### src/hdl/tcw_pkg.sv
// Shared types, constants and control codes of the text console writer.
package tcw_pkg;

    localparam int COLUMNS_DEF     = 80;
    localparam int ROWS_DEF        = 25;
    localparam int STORE_CELLS_DEF = 8192;
    localparam int TAB_STOP_DEF    = 8;

    localparam int IDX_W   = 13;
    localparam int CELL_W  = 16;
    localparam int CHAR_W  = 8;
    localparam int ATTR_W  = 8;
    localparam int ACT_W   = 2;
    localparam int CFG_IDX_W = 1;

    localparam logic [CELL_W-1:0] BLANK_RESET = 16'h0720;
    localparam logic [ATTR_W-1:0] ATTR_RESET  = 8'h02;

    localparam logic [CHAR_W-1:0] CH_NUL = 8'h00;
    localparam logic [CHAR_W-1:0] CH_BS  = 8'h08;
    localparam logic [CHAR_W-1:0] CH_HT  = 8'h09;
    localparam logic [CHAR_W-1:0] CH_LF  = 8'h0A;
    localparam logic [CHAR_W-1:0] CH_VT  = 8'h0B;
    localparam logic [CHAR_W-1:0] CH_FF  = 8'h0C;
    localparam logic [CHAR_W-1:0] CH_DEL = 8'h7F;

    typedef enum logic [ACT_W-1:0] {
        ACT_PUT   = 2'd0,
        ACT_CLEAR = 2'd1,
        ACT_READ  = 2'd2,
        ACT_NONE  = 2'd3
    } action_t;

    typedef enum logic [CFG_IDX_W-1:0] {
        CFG_ATTR  = 1'b0,
        CFG_BLANK = 1'b1
    } cfg_index_t;

    typedef enum logic [3:0] {
        ST_INIT,
        ST_IDLE,
        ST_EXEC,
        ST_SCROLL,
        ST_COPY,
        ST_BLANK,
        ST_POST,
        ST_CLEAR,
        ST_DONE
    } state_t;

    typedef enum logic [1:0] {
        POST_NONE,
        POST_CR,
        POST_GLYPH
    } post_t;

    typedef struct packed {
        action_t            action;
        logic [CHAR_W-1:0]  char_byte;
        logic               end_of_write;
        logic [IDX_W-1:0]   read_index;
    } item_t;

    typedef struct packed {
        logic [IDX_W-1:0]   shown_cursor;
        logic [IDX_W-1:0]   start_cell;
        logic [CELL_W-1:0]  cell_data;
    } result_t;

    typedef struct packed {
        logic               we;
        logic [IDX_W-1:0]   waddr;
        logic [CELL_W-1:0]  wdata;
        logic               re;
        logic [IDX_W-1:0]   raddr;
    } mem_req_t;

endpackage

### src/hdl/tcw_ctrl.sv
// Sequencer of the text console: cursor state, control codes, scroll, copy and clear sweeps.
module tcw_ctrl
    import tcw_pkg::*;
#(
    parameter int COLUMNS     = COLUMNS_DEF,
    parameter int ROWS        = ROWS_DEF,
    parameter int STORE_CELLS = STORE_CELLS_DEF,
    parameter int TAB_STOP    = TAB_STOP_DEF
)
(
    input  logic              clk,
    input  logic              rst_n,
    input  logic              item_valid,
    output logic              item_ready,
    input  item_t             item,
    input  logic [ATTR_W-1:0] attr,
    input  logic [CELL_W-1:0] blank,
    output logic              res_valid,
    input  logic              res_ready,
    output result_t           result,
    output mem_req_t          mem_req,
    input  logic [CELL_W-1:0] mem_rdata
);

    localparam int AW   = $clog2(STORE_CELLS);
    localparam int COLW = $clog2(COLUMNS + 1);
    localparam int RW   = $clog2(ROWS);
    localparam int PW   = $clog2(TAB_STOP);
    localparam int CNTW = AW + 1;
    localparam int SC   = COLUMNS * ROWS;
    localparam int CM   = COLUMNS % TAB_STOP;

    localparam logic [AW-1:0]   COL_A       = AW'(COLUMNS);
    localparam logic [AW-1:0]   SC_A        = AW'(SC);
    localparam logic [AW:0]     COPY_LIMIT  = (AW + 1)'(STORE_CELLS - SC - COLUMNS);
    localparam logic [COLW:0]   COL_X       = (COLW + 1)'(COLUMNS);
    localparam logic [PW:0]     TAB_X       = (PW + 1)'(TAB_STOP);
    localparam logic [PW-1:0]   PH_CM       = PW'(CM);
    localparam logic [PW-1:0]   PH_TAB_WRAP = PW'((TAB_STOP - CM) % TAB_STOP);
    localparam logic [PW-1:0]   PH_LAST     = PW'(TAB_STOP - 1);
    localparam logic [PW-1:0]   PH_WRAP_ADD = PW'(TAB_STOP - CM);
    localparam logic [RW-1:0]   ROW_LAST    = RW'(ROWS - 1);
    localparam logic [CNTW-1:0] SWEEP_LAST  = CNTW'(STORE_CELLS - 1);
    localparam logic [CNTW-1:0] COPY_LAST   = CNTW'(SC);
    localparam logic [CNTW-1:0] BLANK_LAST  = CNTW'(COLUMNS - 1);

    state_t             state_reg, state_next;
    post_t              post_reg, post_next;
    item_t              item_reg, item_next;
    logic [CNTW-1:0]    cnt_reg, cnt_next;
    logic [AW-1:0]      start_reg, start_next;
    logic [AW-1:0]      cell_reg, cell_next;
    logic [COLW-1:0]    col_reg, col_next;
    logic [RW-1:0]      row_reg, row_next;
    logic [PW-1:0]      phase_reg, phase_next;
    logic [AW-1:0]      pub_reg, pub_next;
    logic [CELL_W-1:0]  sweep_reg, sweep_next;

    always_ff @(posedge clk or negedge rst_n)
    begin
        if (!rst_n)
        begin
            state_reg <= ST_INIT;
            post_reg  <= POST_NONE;
            cnt_reg   <= '0;
            start_reg <= '0;
            cell_reg  <= '0;
            col_reg   <= '0;
            row_reg   <= '0;
            phase_reg <= '0;
            pub_reg   <= '0;
            sweep_reg <= BLANK_RESET;
        end
        else
        begin
            state_reg <= state_next;
            post_reg  <= post_next;
            cnt_reg   <= cnt_next;
            start_reg <= start_next;
            cell_reg  <= cell_next;
            col_reg   <= col_next;
            row_reg   <= row_next;
            phase_reg <= phase_next;
            pub_reg   <= pub_next;
            sweep_reg <= sweep_next;
        end
    end

    always_ff @(posedge clk)
    begin
        item_reg <= item_next;
    end

    always_comb
    begin
        logic [COLW:0]      col_x;
        logic [PW:0]        tab_step;
        logic [COLW:0]      tab_col;
        logic [AW-1:0]      tab_cell;
        logic [CELL_W-1:0]  glyph;
        logic [PW-1:0]      phase_inc;
        logic [PW-1:0]      phase_dec;
        logic [PW-1:0]      phase_wrap;
        logic [IDX_W-1:0]   ridx;
        logic [AW-1:0]      pub_val;
        logic               lf_go;
        logic [AW-1:0]      lf_base;
        post_t              lf_post;

        state_next = state_reg;
        post_next  = post_reg;
        item_next  = item_reg;
        cnt_next   = cnt_reg;
        start_next = start_reg;
        cell_next  = cell_reg;
        col_next   = col_reg;
        row_next   = row_reg;
        phase_next = phase_reg;
        pub_next   = pub_reg;
        sweep_next = sweep_reg;
        mem_req    = '0;
        item_ready = (state_reg == ST_IDLE);
        res_valid  = 1'b0;
        result     = '0;

        col_x      = {1'b0, col_reg};
        tab_step   = TAB_X - {1'b0, phase_reg};
        tab_col    = col_x + (COLW + 1)'(tab_step);
        tab_cell   = cell_reg + AW'(tab_step);
        glyph      = {attr, item_reg.char_byte};
        phase_inc  = (phase_reg == PH_LAST) ? '0 : phase_reg + PW'(1);
        phase_dec  = (phase_reg == '0) ? PH_LAST : phase_reg - PW'(1);
        phase_wrap = (phase_reg >= PH_CM) ? phase_reg - PH_CM : phase_reg + PH_WRAP_ADD;
        ridx       = (32'(item_reg.read_index) >= STORE_CELLS)
                     ? item_reg.read_index - IDX_W'(STORE_CELLS) : item_reg.read_index;
        pub_val    = (item_reg.action == ACT_PUT && item_reg.end_of_write) ? cell_reg : pub_reg;
        lf_go      = 1'b0;
        lf_base    = cell_reg;
        lf_post    = POST_NONE;

        case (state_reg)
            ST_INIT, ST_CLEAR:
            begin
                mem_req.we    = 1'b1;
                mem_req.waddr = IDX_W'(cnt_reg[AW-1:0]);
                mem_req.wdata = sweep_reg;
                if (cnt_reg == SWEEP_LAST)
                begin
                    cnt_next   = '0;
                    state_next = (state_reg == ST_INIT) ? ST_IDLE : ST_DONE;
                end
                else
                begin
                    cnt_next = cnt_reg + CNTW'(1);
                end
            end

            ST_IDLE:
            begin
                if (item_valid)
                begin
                    item_next  = item;
                    state_next = ST_EXEC;
                end
            end

            ST_EXEC:
            begin
                state_next = ST_DONE;
                case (item_reg.action)
                    ACT_PUT:
                    begin
                        case (item_reg.char_byte)
                            CH_NUL:
                            begin
                                state_next = ST_DONE;
                            end
                            CH_BS:
                            begin
                                if (col_reg != '0)
                                begin
                                    col_next      = col_reg - COLW'(1);
                                    cell_next     = cell_reg - AW'(1);
                                    phase_next    = phase_dec;
                                    mem_req.we    = 1'b1;
                                    mem_req.waddr = IDX_W'(cell_reg - AW'(1));
                                    mem_req.wdata = blank;
                                end
                            end
                            CH_DEL:
                            begin
                                mem_req.we    = 1'b1;
                                mem_req.waddr = IDX_W'(cell_reg);
                                mem_req.wdata = blank;
                            end
                            CH_HT:
                            begin
                                if (tab_col >= COL_X)
                                begin
                                    col_next   = COLW'(tab_col - COL_X);
                                    phase_next = PH_TAB_WRAP;
                                    lf_go      = 1'b1;
                                    lf_base    = tab_cell - COL_A;
                                end
                                else
                                begin
                                    col_next   = COLW'(tab_col);
                                    cell_next  = tab_cell;
                                    phase_next = '0;
                                end
                            end
                            CH_LF:
                            begin
                                lf_go   = 1'b1;
                                lf_post = POST_CR;
                            end
                            CH_VT, CH_FF:
                            begin
                                lf_go = 1'b1;
                            end
                            default:
                            begin
                                if (col_x >= COL_X)
                                begin
                                    col_next   = COLW'(col_x - COL_X);
                                    phase_next = phase_wrap;
                                    lf_go      = 1'b1;
                                    lf_base    = cell_reg - COL_A;
                                    lf_post    = POST_GLYPH;
                                end
                                else
                                begin
                                    mem_req.we    = 1'b1;
                                    mem_req.waddr = IDX_W'(cell_reg);
                                    mem_req.wdata = glyph;
                                    cell_next     = cell_reg + AW'(1);
                                    col_next      = col_reg + COLW'(1);
                                    phase_next    = phase_inc;
                                end
                            end
                        endcase
                    end
                    ACT_CLEAR:
                    begin
                        start_next = '0;
                        cell_next  = '0;
                        col_next   = '0;
                        row_next   = '0;
                        phase_next = '0;
                        pub_next   = '0;
                        sweep_next = blank;
                        cnt_next   = '0;
                        state_next = ST_CLEAR;
                    end
                    ACT_READ:
                    begin
                        mem_req.re    = 1'b1;
                        mem_req.raddr = ridx;
                    end
                    default:
                    begin
                        state_next = ST_DONE;
                    end
                endcase

                if (lf_go)
                begin
                    post_next = lf_post;
                    if (row_reg != ROW_LAST)
                    begin
                        row_next   = row_reg + RW'(1);
                        cell_next  = lf_base + COL_A;
                        state_next = ST_POST;
                    end
                    else
                    begin
                        cell_next  = lf_base;
                        state_next = ST_SCROLL;
                    end
                end
            end

            ST_SCROLL:
            begin
                cnt_next = '0;
                if ({1'b0, start_reg} >= COPY_LIMIT)
                begin
                    cell_next  = cell_reg - start_reg;
                    state_next = ST_COPY;
                end
                else
                begin
                    state_next = ST_BLANK;
                end
            end

            ST_COPY:
            begin
                if (cnt_reg != COPY_LAST)
                begin
                    mem_req.re    = 1'b1;
                    mem_req.raddr = IDX_W'(start_reg + cnt_reg[AW-1:0]);
                end
                if (cnt_reg != '0)
                begin
                    mem_req.we    = 1'b1;
                    mem_req.waddr = IDX_W'(cnt_reg[AW-1:0] - AW'(1));
                    mem_req.wdata = mem_rdata;
                end
                if (cnt_reg == COPY_LAST)
                begin
                    start_next = '0;
                    cnt_next   = '0;
                    state_next = ST_BLANK;
                end
                else
                begin
                    cnt_next = cnt_reg + CNTW'(1);
                end
            end

            ST_BLANK:
            begin
                mem_req.we    = 1'b1;
                mem_req.waddr = IDX_W'(start_reg + SC_A + cnt_reg[AW-1:0]);
                mem_req.wdata = blank;
                if (cnt_reg == BLANK_LAST)
                begin
                    cnt_next   = '0;
                    start_next = start_reg + COL_A;
                    cell_next  = cell_reg + COL_A;
                    state_next = ST_POST;
                end
                else
                begin
                    cnt_next = cnt_reg + CNTW'(1);
                end
            end

            ST_POST:
            begin
                state_next = ST_DONE;
                case (post_reg)
                    POST_CR:
                    begin
                        cell_next  = cell_reg - AW'(col_reg);
                        col_next   = '0;
                        phase_next = '0;
                    end
                    POST_GLYPH:
                    begin
                        mem_req.we    = 1'b1;
                        mem_req.waddr = IDX_W'(cell_reg);
                        mem_req.wdata = glyph;
                        cell_next     = cell_reg + AW'(1);
                        col_next      = col_reg + COLW'(1);
                        phase_next    = phase_inc;
                    end
                    default:
                    begin
                        state_next = ST_DONE;
                    end
                endcase
            end

            ST_DONE:
            begin
                res_valid           = 1'b1;
                result.shown_cursor = IDX_W'(pub_val);
                result.start_cell   = IDX_W'(start_reg);
                result.cell_data    = (item_reg.action == ACT_READ) ? mem_rdata : '0;
                if (res_ready)
                begin
                    pub_next   = pub_val;
                    state_next = ST_IDLE;
                end
            end

            default:
            begin
                state_next = ST_IDLE;
            end
        endcase
    end

    a_row_range: assert property (@(posedge clk) disable iff (!rst_n)
        row_reg <= ROW_LAST)
        else $error("cursor row beyond the last screen row");

    a_col_range: assert property (@(posedge clk) disable iff (!rst_n)
        32'(col_reg) <= COLUMNS)
        else $error("cursor column beyond the deferred wrap position");

    a_cursor_track: assert property (@(posedge clk) disable iff (!rst_n)
        state_reg == ST_IDLE |->
        32'(cell_reg) == 32'(start_reg) + 32'(row_reg) * COLUMNS + 32'(col_reg))
        else $error("cursor cell out of step with start, row and column");

    a_start_fits: assert property (@(posedge clk) disable iff (!rst_n)
        32'(start_reg) + SC <= STORE_CELLS)
        else $error("visible screen runs past the end of the store");

    a_result_hold: assert property (@(posedge clk) disable iff (!rst_n)
        state_reg == ST_DONE && !res_ready |=> state_reg == ST_DONE && $stable(start_reg))
        else $error("pending result changed before it was handed over");

endmodule

### config.mk
export PLATFORM = sky130hd
export DESIGN_NAME = tcw_ctrl
export DESIGN_NICKNAME = d
export VERILOG_FILES = /design/src/hdl/tcw_pkg.sv /design/src/hdl/tcw_ctrl.sv
export SDC_FILE = /design/constraint.sdc
export NUM_CORES = 1
export LEC_CHECK = 0
export ABC_AREA = 1
export BUFFER_PORTS_ARGS = -buffer_cell sky130_fd_sc_hd__clkbuf_2
export CELL_PAD_IN_SITES_DETAIL_PLACEMENT = 1
export CELL_PAD_IN_SITES_GLOBAL_PLACEMENT = 1
export CORE_ASPECT_RATIO = 1.4
export CORE_MARGIN = 10
export CORE_UTILIZATION = 38
export DETAILED_ROUTE_END_ITERATION = 8
export PLACE_DENSITY = 0.88
export SLEW_MARGIN = 40
export SYNTH_ARGS = -nofsm -noshare
export SYNTH_HDL_FRONTEND = slang
export SYNTH_SLANG_ARGS = --single-unit
### constraint.sdc
create_clock -name clk -period 4.3 [get_ports clk]
set_input_delay 0.215 -clock clk [delete_from_list [all_inputs] [get_ports clk]]
set_output_delay 0.215 -clock clk [all_outputs]
set_load 0.01 [all_outputs]
==> metrics.md, run 1 <==
| Metric | Value |
|---|---|
| Outcome | `complete, no violations` |
| Final Cell Area | `13600 um2` |
| Post-Syn Instances | `1735` |
| CP most frequent cell | `nand3_1` |
| Final hold vios | `0` |
| Peak supply drop | `0.000412 V` |
| Count of input and output buffers | `151` |
| Clock Power Share | `0.100` |
| Max_cap viols | `0` |
| Final period util | `0.949` |
| DR DRC count | `0` |
| Maximum clock frequency | `245 MHz` |
| Sequential share of power | `0.201` |
| Slew headroom | `0.528` |
| Crit. End Element | `flop` |
| Die area | `37800 um2` |
| Largest fanout on the critical path | `5` |
| CTS clk-pin slew, worst paths | `approximately 0.09 ns` |
| EDFF count, synth | `24` |
| Slowest stage cell on the critical path | `fa_1` |
| CP startpoint kind | `flop` |
| Post-Syn Area | `11500 um2` |
| Final ANT Viol Nets | `0` |
| Worst Path Required | `4.63 ns` |
| FFs w/ async S/R, synth | `0.782` |
| First-pass GRT wire length | `between 80000 and 90000 um` |
| Max clock buf depth | `2` |
| Setup Viol. Count Final | `0` |
| Share of the yosys chip area belonging to registers | `0.250` |
| Post-synth cell types | `64` |
| CTS tree | `yes` |
| Final cell count without fillers | `2302` |
| Starting density of the core | `0.385` |
| Yosys warns | `0` |
| Top Ports | `approximately 160` |
| Part of the power in combinational logic | `0.699` |
| Avg WL per Cell | `22.6 um` |
| Post-layout util | `0.454` |
| H-tree depth | `3` |
| Routed vias/inst | `5.89` |
| GR Util All Layers | `0.264` |
| Switching part of the total | `0.569` |
| Clk_lat worst skew | `0.41 ns` |
| Commonest non-fill, non-tap cell in the layout | `nand2_1` |
| Wirelength, routed | `51900 um` |
| Initial antenna violation count | `0` |
| Sw power | `5110 uW` |
| Hpwl dp | `39900 um` |
| Worst Max-Slew Pin Slew | `0.706 ns` |
| CORE AREA | `between 20000 and 30000 um2` |
| Largest net degree at the start of global routing | `63` |
| Crit path arrival time | `4.41 ns` |
| Detailed-route via count | `13600` |
| Die Span Y | `226 um` |
| Antenna Cells | `0` |
| CTS Root Cell | `clkbuf_16` |
| TritonCTS Sinks | `110` |
| Placed instance count | `2255` |
| Pwr dens | `661 nW/um2` |
| DIE WIDTH | `167 um` |
| Skew final | `0.0187 ns` |
| RD Place Congestion | `1.02` |
| Max-slew violations | `0` |
| Worst path max stage delay | `0.40 ns` |
| Nets | `just over 2000` |
| Synth-to-layout area growth | `17.8%` |
| Setup Crit Path Kind | `reg -> reg` |
| Total gr overflow | `0` |
| DRT Pass-1 Iters | `5` |
| Static Leak | `0.00653 uW` |
| Post-synthesis area per instance | `about 6.6 um2` |
| Share of cells above drive strength 1 | `0.165` |
| Placed cell areas | `12800 um2` |
| Commonest non-fill, non-tap cells in the layout | `331 x nand2_1, 240 x inv_1, 162 x o21ai_0, 161 x nor2_1, 150 x clkbuf_2` |
| Worst hold path class | `in -> reg` |
| Vias in the first global route | `~15000` |
| Top FF cell, synth | `dfrtp_1` |
| Setup tns final | `0 ns` |
| #FFs+latches synth | `between 100 and 150` |
| Max reg flops | `24` |
| Total clock buffers created by CTS | `9` |
| DRT iter0 DRCs | `approximately 1100` |
| Num rows | `75` |
| Fin crit period | `4.08 ns` |
| Cell internal pwr | `roughly 3900 uW` |
-- through the flow --
stage / hold slack, ns / setup slack, ns / total power (uW)
2_1_floorplan: -0.0806 / 0.206 / 5530
3_3_place_gp: 0.364 / 0.104 / 7420
3_5_place_dp: 0.246 / -0.161 / 7670
4_1_cts: 0.0515 / 0.0233 / 8660
5_1_grt: 0.0746 / -0.0985 / 9600
6_report: 0.0562 / 0.220 / 8980
-- critical path, delay by kind of cell (launching register included) --
kind / cells / cell delay [ns]
AO/OA/AOI/OAI: 3 / 0.35
XOR/XNOR: 1 / 0.20
adder cells (fa/ha/maj): 4 / 1.07
buffers and inverters: 5 / 0.47
flip-flops: 1 / 0.39
AND/OR/NAND/NOR: 18 / 1.54
-- layer usage --
layer / vias to the layer above / track usage / wire length [um]
met2: 525 / 0.463 / 26200
met3: 201 / 0.0384 / 2800
met1: 6622 / 0.287 / 19300
met5: - / 0 / 0
met4: 0 / 0.186 / 3630
li1: 6210 / - / -
-- worst paths after layout --
| kind | startpoint | end | slack (ns) | cells after the start |
|---|---|---|---|---|
| max | phase_reg[1] | cell_reg[12] | 0.22 | 31 |
| min | blank[5] | sweep_reg[5] | 0.06 | 3 |
| max reg2reg | phase_reg[1] | cell_reg[12] | 0.22 | 31 |
| min reg2reg | sweep_reg[1] | sweep_reg[1] | 0.50 | 2 |
| max in group asynchronous | rst_n | phase_reg[1] | 3.11 | 3 |
| min in group asynchronous | rst_n | start_reg[7] | 0.35 | 2 |
-- power groups by stage --
stage	Clock, uW	Sequential [uW]	Combinational (uW)
floorplan	0	1600	3930
global placement	0	1780	5640
detailed placement	0	1800	5870
CTS	908	1780	5970
global route	937	1830	6830
finish	897	1810	6270
-- Yosys cell counts (3+ instances only) --
cell type | count | area share
nand3_1 | 103 | 0.045
o21ai_0 | 165 | 0.072
clkinv_1 | 12 | 0.0039
nor4_1 | 4 | 0.0022
a31oi_1 | 5 | 0.0027
nor2_2 | 9 | 0.0049
nand4_1 | 17 | 0.0092
o221ai_1 | 21 | 0.016
buf_4 | 8 | 0.0052
o21ai_1 | 6 | 0.0026
xor2_1 | 55 | 0.042
nor3_1 | 51 | 0.022
o211ai_1 | 17 | 0.011
o2111ai_1 | 15 | 0.011
inv_2 | 11 | 0.0036
or2_2 | 5 | 0.0027
inv_1 | 242 | 0.079
dfrtp_1 | 82 | 0.18
nand2_1 | 339 | 0.11
mux2_2 | 13 | 0.013
edfxtp_1 | 24 | 0.062
nor2_1 | 165 | 0.054
clkbuf_1 | 43 | 0.014
a21oi_1 | 106 | 0.046
a32oi_1 | 4 | 0.0030
a22oi_1 | 12 | 0.0078
buf_1 | 7 | 0.0023
nand2_2 | 7 | 0.0038
a211oi_1 | 3 | 0.0020
xnor2_1 | 7 | 0.0053
o22ai_1 | 21 | 0.011
dfstp_2 | 4 | 0.0091
a32o_1 | 3 | 0.0026
o31ai_1 | 4 | 0.0026
ha_1 | 73 | 0.079
o21ai_2 | 4 | 0.0030
buf_2 | 9 | 0.0039
buf_6 | 3 | 0.0029
fa_1 | 4 | 0.0069
a221oi_1 | 22 | 0.017
-- cell families (layout without fill, tap and decap cells) --
family,after synthesis,in the layout,synth area share
compound gates,424,424,0.224
xor+xnor,62,62,0.0471
fa+ha+maj,77,77,0.0861
buf+inv,337,514,0.116
flops,110,110,0.250
mux,13,13,0.0127
other cells,2,7,0.000651
simple gates,710,710,0.265
-- layout make-up --
class                      count  area [um2]
sequential                   110        2880
multi-input combinational   1293        7500
tap                          385         482
inverter                     267        1010
fill                        3912       16400
clock buffer                  10         239
timing repair buffer         231        1430
clock inverter                 6        56.3
-- repair_timing --
item / in CTS / in global routing
setup buffers: 0 / 6
setup endpoints to repair: 7 / 24
gates resized for setup: 5 / 30
pin swaps: 1 / 8
hold buffers: 25 / 0
endpoints found under the hold margin: 81 / 0
No activity file was read; power rests on OpenSTA's default activity.
==> run 2, diff against run 1 <==
Settings changed: CORE_UTILIZATION 38 to 46, PLACE_DENSITY 0.88 to 0.95.
Clock period 4.3 ns to 4.9 ns, I/O delays scaled along.
==> run 2 against run 1 <==
Register-to-register slack improved by 0.09 ns. Final cell count decreased by 5.2%. Via count rose by 2.6%. Clock skew down 0.0013 ns. Critical path type unchanged. Fmax fell by 11%. Worst setup slack improved by 0.094 ns. Sequential power decreased by 9%. Worst hold slack worse by 0.020 ns. Count of clock-buffer cells in the layout is 1 lower.
==> metrics.md, run 2 (synthesis gave the netlist of run 1 again) <==
| Metric | Value |
|---|---|
| Final Cell Area | `12900 um2` |
| Crit. End Element | `flop` |
| Peak supply drop | `0.000373 V` |
| Initial antenna violation count | `0` |
| Critical Path Start | `phase_reg[0]` |
| Largest net degree at the start of global routing | `50` |
| Die Span Y | `207 um` |
| Starting density of the core | `0.467` |
| CP startpoint kind | `flop` |
| Sw power | `4440 uW` |
| Max reg flops | `24` |
| Detailed-route via count | `13900` |
| DRT Pass-1 Iters | `6` |
| DRT iter0 DRCs | `1106` |
| Setup Crit Path Kind | `reg -> reg` |
| CORE AREA | `~25000 um2` |
| Vias in the first global route | `about 15000` |
| DR DRC count | `0` |
| Fill cells | `3386` |
| Total clock buffers created by CTS | `9` |
| Routed vias/inst | `6.38` |
| CP most frequent cell | `nand2_1` |
| CTS clk-pin slew, worst paths | `0.09 ns` |
| Post-layout util | `0.524` |
| Final ANT Viol Nets | `0` |
| CTS tree | `yes` |
| Maximum clock frequency | `218 MHz` |
| Nets | `2007` |
| Pre-CTS setup slack | `approximately 0.15 ns` |
| R2R setup slack | `0.31 ns` |
| H-tree depth | `3` |
| Max clock buf depth | `2` |
| Skew final | `0.0174 ns` |
| # Post-CTS Setup Buffers | `0` |
| Num rows | `68` |
| Antenna Cells | `0` |
| Part of the power in combinational logic | `0.687` |
| Clk_lat worst skew | `0.39 ns` |
| Slew headroom | `0.454` |
| RD Place Congestion | `1.02` |
| RR Endpoint | `cell_reg[12]` |
| Wirelength, routed | `52200 um` |
| Fin crit period | `4.59 ns` |
| Clock Power Share | `0.099` |
| Cell internal pwr | `3210 uW` |
| Worst setup margin | `0.314 ns` |
| DIE WIDTH | `154 um` |
| Final period util | `0.936` |
| Worst path max stage delay | `0.42 ns` |
| Top Ports | `between 150 and 200` |
| GR Util All Layers | `0.310` |
| Area of the multi-input gates | `7380 um2` |
| Static Leak | `about 0.0063 uW` |
| FF+latch area | `2880 um2` |
| R2R depth | `32` |
| TritonCTS Sinks | `110` |
| Share of cells above drive strength 1 | `0.146` |
| Pwr dens | `just under 600 nW/um2` |
| Switching part of the total | `0.580` |
| CTS Root Cell | `clkbuf_16` |
| First-pass GRT wire length | `80300 um` |
| Slowest stage cell on the critical path | `dfrtp_2` |
| Largest fanout on the critical path | `6` |
| Sequential share of power | `0.214` |
| Crit path arrival time | `4.90 ns` |
| Commonest non-fill, non-tap cell in the layout | `nand2_1` |
| Synth-to-layout area growth | `12.1%` |
| Hpwl dp | `39600 um` |
| Setup Viol. Count Final | `0` |
| Worst Max-Slew Pin Slew | `0.820 ns` |
| Worst hold start | `item[22]` |
| Hold EP | `item_reg[22]` |
| Commonest non-fill, non-tap cells in the layout | `338 x nand2_1, 241 x inv_1, 165 x o21ai_0, 163 x nor2_1, 150 x clkbuf_2` |
| RR Startpoint | `phase_reg[0]` |
| Total gr overflow | `0` |
| Die area | `approximately 32000 um2` |
| Worst hold path class | `in -> reg` |
| Final hold vios | `0` |
| Count of input and output buffers | `151` |
| Worst Path Required | `around 5.2 ns` |
| Max-slew violations | `0` |
| Avg WL per Cell | `23.9 um` |
| Placed cell areas | `12600 um2` |
| Worst hold path depth | `1` |
| Outcome | `complete, no violations` |
| Max_cap viols | `0` |
run 2: changes by cell type in the layout (fill, tap and decap cells not counted), sizes merged:
| cell | previous run | this run |
|---|---|---|
| buf | 56 | 30 |
| clkbuf | 160 | 159 |
| clkinv | 15 | 14 |
| dlygate4sd3 | 25 | 1 |
| inv | 256 | 258 |
run 2: metrics by stage:
step                setup TNS, ns  hold slack (ns)  total power [uW]  cells
CTS                             0           0.0398              7430   2182
floorplan                       0          -0.0506              4850   1740
global route              -0.0103           0.0344              8150   2182
detailed placement              0            0.347              6630   2165
finish                          0           0.0365              7660   2182
global placement                0            0.340              6360   2165
run 2: layout make-up:
type	count	share of cell area
Multi-Input combinational cell	1293	0.571
Sequential cell	110	0.223
Inverter	267	0.0778
Timing Repair Buffer	181	0.0762
Tap cell	315	0.0305
Clock buffer	9	0.0174
Clock inverter	7	0.00445
run 2: how the worst max path moves through the flow:
| stage | to | slack (ns) | depth (start not counted) |
|---|---|---|---|
| 6_report | cell_reg[12] | 0.31 | 32 |
| 2_1_floorplan | cell_reg[12] | 0.81 | 33 |
| 4_1_cts | cell_reg[12] | 0.08 | 32 |
| 5_1_grt | cell_reg[12] | -0.01 | 32 |
| 3_5_place_dp | cell_reg[12] | 0.15 | 32 |
| 3_3_place_gp | cell_reg[12] | 0.49 | 33 |
run 2: timing repair:
action                                  4_1_cts  5_1_grt
endpoints found under the setup margin        0       18
hold buffers                                  1        0
hold endpoints to repair                     44        0
resized for setup                             0        7
run 2: power groups by stage:
stage          clock [uW]  sequential (uW)  combinational, uW
2_1_floorplan           0             1410               3450
3_3_place_gp            0             1600               4760
4_1_cts               750             1610               5070
5_1_grt               786             1660               5710
6_report              761             1640               5260
3_5_place_dp            0             1620               5000
run 2: layer usage:
layer,vias to the layer above,track usage,wire [um]
li1,6095,-,-
met1,6726,0.325,18600
met2,791,0.544,25900
met3,302,0.0553,3660
met4,0,0.220,4020
met5,-,0,0
run 2: worst max-delay path: cells and delay by family, from the launching register on:
| kind | cells | cell delay [ns] |
|---|---|---|
| AOI/OAI and AO/OA | 4 | 0.52 |
| xor gates and xnor gates | 1 | 0.20 |
| adders and majority gates | 5 | 1.30 |
| buffers and inverters | 3 | 0.33 |
| DFF | 1 | 0.42 |
| and+or+nand+nor | 19 | 1.70 |
